--- src/hdl/nearest_palette_color_unit_assert.svh ---
// assertion macros shared by the nearest palette color unit
`ifndef NEAREST_PALETTE_COLOR_UNIT_ASSERT_SVH
`define NEAREST_PALETTE_COLOR_UNIT_ASSERT_SVH

// same-cycle implication
`define NPC_ASSERT_IMPLIES(lbl, clk, rst, ante, cons) \
   lbl: assert property (@(posedge clk) disable iff (rst) (ante) |-> (cons)) \
      else $error("npc assertion failed");

// next-cycle implication
`define NPC_ASSERT_NEXT(lbl, clk, rst, ante, cons) \
   lbl: assert property (@(posedge clk) disable iff (rst) (ante) |=> (cons)) \
      else $error("npc assertion failed");

`endif

--- src/hdl/npc_pkg.sv ---
// types and constants of the nearest palette color unit
package npc_pkg;

   localparam int PALETTE_DEPTH_DEF = 256;
   localparam int COLOR_W = 8;
   localparam int INDEX_W = 8;
   localparam int END_W = 9;
   localparam int SQ_W = 16;
   localparam int DIST_W = 18;
   localparam logic [DIST_W-1:0] DIST_START = DIST_W'(3 * 257 * 257);

   typedef enum logic {
      FUNC_WRITE = 1'b0,
      FUNC_QUERY = 1'b1
   } func_type;

   typedef enum logic [1:0] {
      ST_IDLE,
      ST_SCAN,
      ST_DRAIN,
      ST_DONE
   } state_type;

   // distance unit result toward the sequencer
   typedef struct packed {
      logic               valid;
      logic [INDEX_W-1:0] idx;
      logic [DIST_W-1:0]  dist_val;
   } dist_res_type;

   // sequencer commands toward the memory and distance unit
   typedef struct packed {
      logic               issue;
      logic [INDEX_W-1:0] addr;
      logic               flush;
   } ctrl_type;

endpackage

--- src/hdl/npc_ctrl.sv ---
// scan sequencer: address counter, best-match tracker and result strobe
`include "nearest_palette_color_unit_assert.svh"

module npc_ctrl #(
   parameter int PALETTE_DEPTH = npc_pkg::PALETTE_DEPTH_DEF
) (
   input  logic                             clock,
   input  logic                             reset,
   input  logic                             start_query,
   input  logic [npc_pkg::INDEX_W-1:0]      q_first,
   input  logic [npc_pkg::END_W-1:0]        q_end,
   input  logic                             s1_valid,
   input  npc_pkg::dist_res_type            res,
   output npc_pkg::ctrl_type                ctl,
   output logic                             busy,
   output logic                             rsp_valid,
   output logic [npc_pkg::INDEX_W-1:0]      best_index
);

   localparam logic [npc_pkg::END_W-1:0] LIMIT =
      npc_pkg::END_W'((PALETTE_DEPTH < 256) ? PALETTE_DEPTH : 256);

   npc_pkg::state_type          state_ff, state_in;
   logic [npc_pkg::INDEX_W-1:0] addr_ff, last_ff, best_ff;
   logic [npc_pkg::DIST_W-1:0]  best_dist_ff;
   logic [npc_pkg::END_W-1:0]   end_sat;
   logic                        empty, scanning, better, stop;

   // end clipped to the existing slots
   assign end_sat  = (q_end > LIMIT) ? LIMIT : q_end;
   assign empty    = {1'b0, q_first} >= end_sat;
   assign scanning = (state_ff == npc_pkg::ST_SCAN) || (state_ff == npc_pkg::ST_DRAIN);
   assign better   = scanning && res.valid && (res.dist_val < best_dist_ff);
   // exact match ends the scan
   assign stop     = better && (res.dist_val == '0);

   always_comb begin
      state_in = state_ff;
      case (state_ff)
         npc_pkg::ST_IDLE: begin
            if (start_query) begin
               state_in = empty ? npc_pkg::ST_DONE : npc_pkg::ST_SCAN;
            end
         end
         npc_pkg::ST_SCAN: begin
            if (stop) begin
               state_in = npc_pkg::ST_DONE;
            end else if (addr_ff == last_ff) begin
               state_in = npc_pkg::ST_DRAIN;
            end
         end
         npc_pkg::ST_DRAIN: begin
            if (stop || (!s1_valid && !res.valid)) begin
               state_in = npc_pkg::ST_DONE;
            end
         end
         npc_pkg::ST_DONE: begin
            state_in = npc_pkg::ST_IDLE;
         end
         default: begin
            state_in = npc_pkg::ST_IDLE;
         end
      endcase
   end

   always_comb begin
      busy      = (state_ff != npc_pkg::ST_IDLE);
      rsp_valid = (state_ff == npc_pkg::ST_DONE);
      ctl.issue = (state_ff == npc_pkg::ST_SCAN) && !stop;
      ctl.addr  = addr_ff;
      ctl.flush = stop;
   end

   assign best_index = best_ff;

   always_ff @(posedge clock) begin
      if (reset) begin
         state_ff <= npc_pkg::ST_IDLE;
      end else begin
         state_ff <= state_in;
      end
   end

   always_ff @(posedge clock) begin
      if (start_query) begin
         addr_ff      <= q_first;
         last_ff      <= npc_pkg::INDEX_W'(end_sat - npc_pkg::END_W'(1));
         best_ff      <= q_first;
         best_dist_ff <= npc_pkg::DIST_START;
      end else begin
         if (ctl.issue) begin
            addr_ff <= addr_ff + npc_pkg::INDEX_W'(1);
         end
         if (better) begin
            best_ff      <= res.idx;
            best_dist_ff <= res.dist_val;
         end
      end
   end

   `NPC_ASSERT_NEXT(a_single_strobe, clock, reset, rsp_valid, !rsp_valid && !busy)
   `NPC_ASSERT_IMPLIES(a_issue_in_range, clock, reset, ctl.issue, addr_ff <= last_ff)
   `NPC_ASSERT_NEXT(a_exact_match_ends, clock, reset, stop, rsp_valid)
   `NPC_ASSERT_IMPLIES(a_no_start_busy, clock, reset, start_query, !busy)

endmodule

--- config.mk ---
export PLATFORM = sky130hd
export DESIGN_NAME = npc_ctrl
export DESIGN_NICKNAME = d
export VERILOG_FILES = /design/src/hdl/npc_pkg.sv /design/src/hdl/npc_ctrl.sv
export VERILOG_INCLUDE_DIRS = /design/src /design/src/hdl
export SDC_FILE = /design/constraint.sdc
export NUM_CORES = 1
export LEC_CHECK = 0
export ABC_AREA = 1
export CORE_UTILIZATION = 45
export CTS_CLUSTER_DIAMETER = 200
export DETAILED_ROUTE_END_ITERATION = 6
export DONT_BUFFER_PORTS = 1
export GPL_ROUTABILITY_DRIVEN = 0
export HOLD_SLACK_MARGIN = 0.12
export PLACE_DENSITY = 0.67
export SLEW_MARGIN = 30
export SYNTH_ARGS = -nofsm -noshare
export SYNTH_HDL_FRONTEND = slang
export SYNTH_SLANG_ARGS = --single-unit
--- constraint.sdc ---
create_clock -name clock -period 3.12 [get_ports clock]
set_clock_uncertainty 0.15 [all_clocks]
set_input_delay 0.624 -clock clock [delete_from_list [all_inputs] [get_ports clock]]
set_output_delay 0.624 -clock clock [all_outputs]
set_load 0.01 [all_outputs]
==> impl_metrics.json <==
{
  "arrival_ns": 1.95,
  "antenna_found_initial": 0,
  "clock_latency_ns": 0.30,
  "avgSynthCellArea_sq_um": 7.788,
  "cts_tree": "done",
  "fin_tns_setup_ns": 0,
  "power.density_nw_per_um2": 656.7,
  "cts_made_buffers": 5,
  "drc": 0,
  "slew_headroom_pct": 63.10,
  "intPower_mw": 1.280,
  "final_max_slew_viol_count": 0,
  "cts_setup_buffers": 0,
  "fp.dieH_um": 82.99,
  "chipWidth_um": 82.99,
  "worst-setup-path-type": "reg -> out",
  "maxCapViolCount": 0,
  "cts-root-buf": "clkbuf_8",
  "hold_class": "in -> reg",
  "drt-wirelength-per-cell_um": 13.09,
  "grt_usage_pct": 18.43,
  "vias_per_cell": 5.048,
  "clockBufferDepth": 2,
  "hold_viol_final": 0,
  "seq_power_share_pct": 44.5,
  "ys_top_cells_by_area": "edfxtp_1, dfxtp_1, ha_1",
  "worst_slew_pin_slew_ns": 0.5529,
  "period_needed_ns": 2.720,
  "netlist_instances": 379,
  "coreArea_sq_um": 6350,
  "grt_pass1_vias": 2287,
  "drive_gt1_share_pct": 6.562,
  "crit_path_start_kind": "register",
  "initial_core_util_pct": 46.48,
  "synth-seq-cells": 44,
  "drt_first_pass_iters": 4,
  "worstSetupEndpointType": "primary output",
  "worstPathRequired_ns": 2.35,
  "n_fill_cell": 621,
  "synth-seq-area-share_pct": 37.98,
  "drt_first_iter_violations": 85,
  "clk_pin_slew_ns": 0.09,
  "p_comb_share_pct": 35.6,
  "leakage_nw": 1.474,
  "num_vias": 2312,
  "clock-sinks": 44,
  "clock.fmax_ghz": 0.3677,
  "finalSetupViolCount": 0,
  "critPathMaxFanout": 5,
  "htreeDepth": 2,
  "diodes": 0,
  "yosysWarningCount": 0,
  "rsz0062_at_grt": "no",
  "cts_hold_buf": 0,
  "post-route-period-util_pct": 87.17,
  "synth_area_leader_cell": "edfxtp_1",
  "dieArea_sq_um": 6887,
  "synth_fp_nets": 459,
  "synth_area_sq_um": 2952,
  "status": "completed",
  "ctsResizeCount": 0,
  "grt-ovfl-total": 0,
  "grt_max_degree": 29,
  "ioPinCount": 68,
  "area_growth_syn_to_layout_pct": 5.638,
  "drt.antenna.violating_nets": 0,
  "grt_pass1_wl_um": 10300,
  "synth_top_area_share_pct": 24.42,
  "final_util_pct": 49.10,
  "drt-total-wl_um": 5994,
  "synth.distinct_cells": 34,
  "p_switching_mw": 0.7673,
  "switching_share_pct": 37.48,
  "fin_cells": 458,
  "final_nets": 460,
  "rows": 29,
  "clock_power_share_pct": 19.9,
  "vdd_drop_max_uv": 303.8,
  "hpwl_um": 4837,
  "port_buffers": 0,
  "total_power_mw": 2.047,
  "dp.cells": 450
}
## per-stage QoR
stage | setup WS, ns | area [sq um] | hold WS (ns)
after floorplan | 0.6706 | 2952 | 0.2832
after global placement | 0.5175 | 3017 | 0.2927
after detailed placement | 0.4872 | 3017 | 0.2995
after CTS | 0.3826 | 3118 | 0.2756
after global routing | 0.2470 | 3118 | 0.2645
final | 0.4003 | 3118 | 0.2840
## logic make-up (layout without fill, tap and decap cells)
logic type      after synthesis  count (layout)  synth area share [%]
xor+xnor                     13              13                 3.858
flops                        44              44                 37.98
simple gates                162             162                 24.42
compound gates               58              58                 10.85
buf+inv                      70              72                 9.326
fa+ha+maj                    32              32                 13.56
## final timing paths
check / from / endpoint / slack (ns) / cells past startpoint
hold / removal: start_query / last_ff[5]$_DFFE_PP_ / 0.28 / 0
setup / recovery: state_ff[0]$_SDFFE_PP0P_ / ctl[9] / 0.40 / 9
hold reg to reg: best_dist_ff[13]$_SDFFE_PP0P_ / best_dist_ff[13]$_SDFFE_PP0P_ / 0.31 / 2
setup reg to reg: state_ff[0]$_SDFFE_PP0P_ / best_index[5]$_DFFE_PP_ / 0.78 / 8
## flip-flops by register name, summed over array words and instances, names as in the netlist
register and flops:
best_dist_ff 18, addr_ff 8, best_index 8, state_ff 2
last_ff 8
## synth_stat cells, drive strengths merged
master,instances
nor2,44
o21ai,25
buf,4
xor2,13
ha,32
edfxtp,24
nand3,10
or2,3
nor3,2
nand4,8
nand3b,1
inv,63
a21oi,24
clkbuf,3
and2,1
nand2,92
a21o,1
dfxtp,20
o211ai,7
nor4,1
o21a,1
## cells in the final DEF, fill, tap and decap left out, types with 2 or more instances in the layout
cell type,count
a21oi_1,22
a21oi_2,2
clkbuf_1,2
clkbuf_8,5
dfxtp_1,20
edfxtp_1,24
ha_1,32
inv_1,60
inv_2,3
nand2_1,89
nand2_2,2
nand3_1,7
nand3_2,2
nand4_1,8
nor2_1,40
nor2_2,2
nor2_4,2
nor3_1,2
o211ai_1,7
o21ai_0,20
o21ai_1,5
or2_2,2
xor2_1,13
## per-layer routing
metal  global-route usage (%)  wire (um)  part of all wire, %
met1                    24.26       2757                   46
met2                    29.14       2740                   46
met3                    5.268        427                  7.1
met4                    5.956         69                  1.2
met5                        0          0                    0
## worst max-delay path: stages, from the launching register on
cell and delay, ns:
dfxtp_1 0.41, inv_1 0.12, ha_1 0.34, nand4_1 0.09, nor2_1 0.09, nand2_1 0.09, nor2_4 0.19, nand3_4 0.12
nand2_1 0.13, inv_1 0.09
## cell type report
class                      count  area [sq um]  area share (%)
multi-input combinational    265          1555           49.88
sequential                    44          1121           35.96
tap                           77         96.34           3.090
inverter                      63         236.5           7.584
clock buffer                   8         101.3           3.250
timing repair buffer           1         7.507          0.2408
## power groups by stage
| stage | clock network (mW) | registers, mW | logic, mW |
|---|---|---|---|
| floorplan | 0 | 0.898 | 0.610 |
| global placement | 0 | 0.922 | 0.708 |
| detailed placement | 0 | 0.927 | 0.732 |
| CTS | 0.413 | 0.914 | 0.735 |
| global route | 0.437 | 0.931 | 0.864 |
| finish | 0.407 | 0.912 | 0.729 |
(Power assumes the default switching activity.)
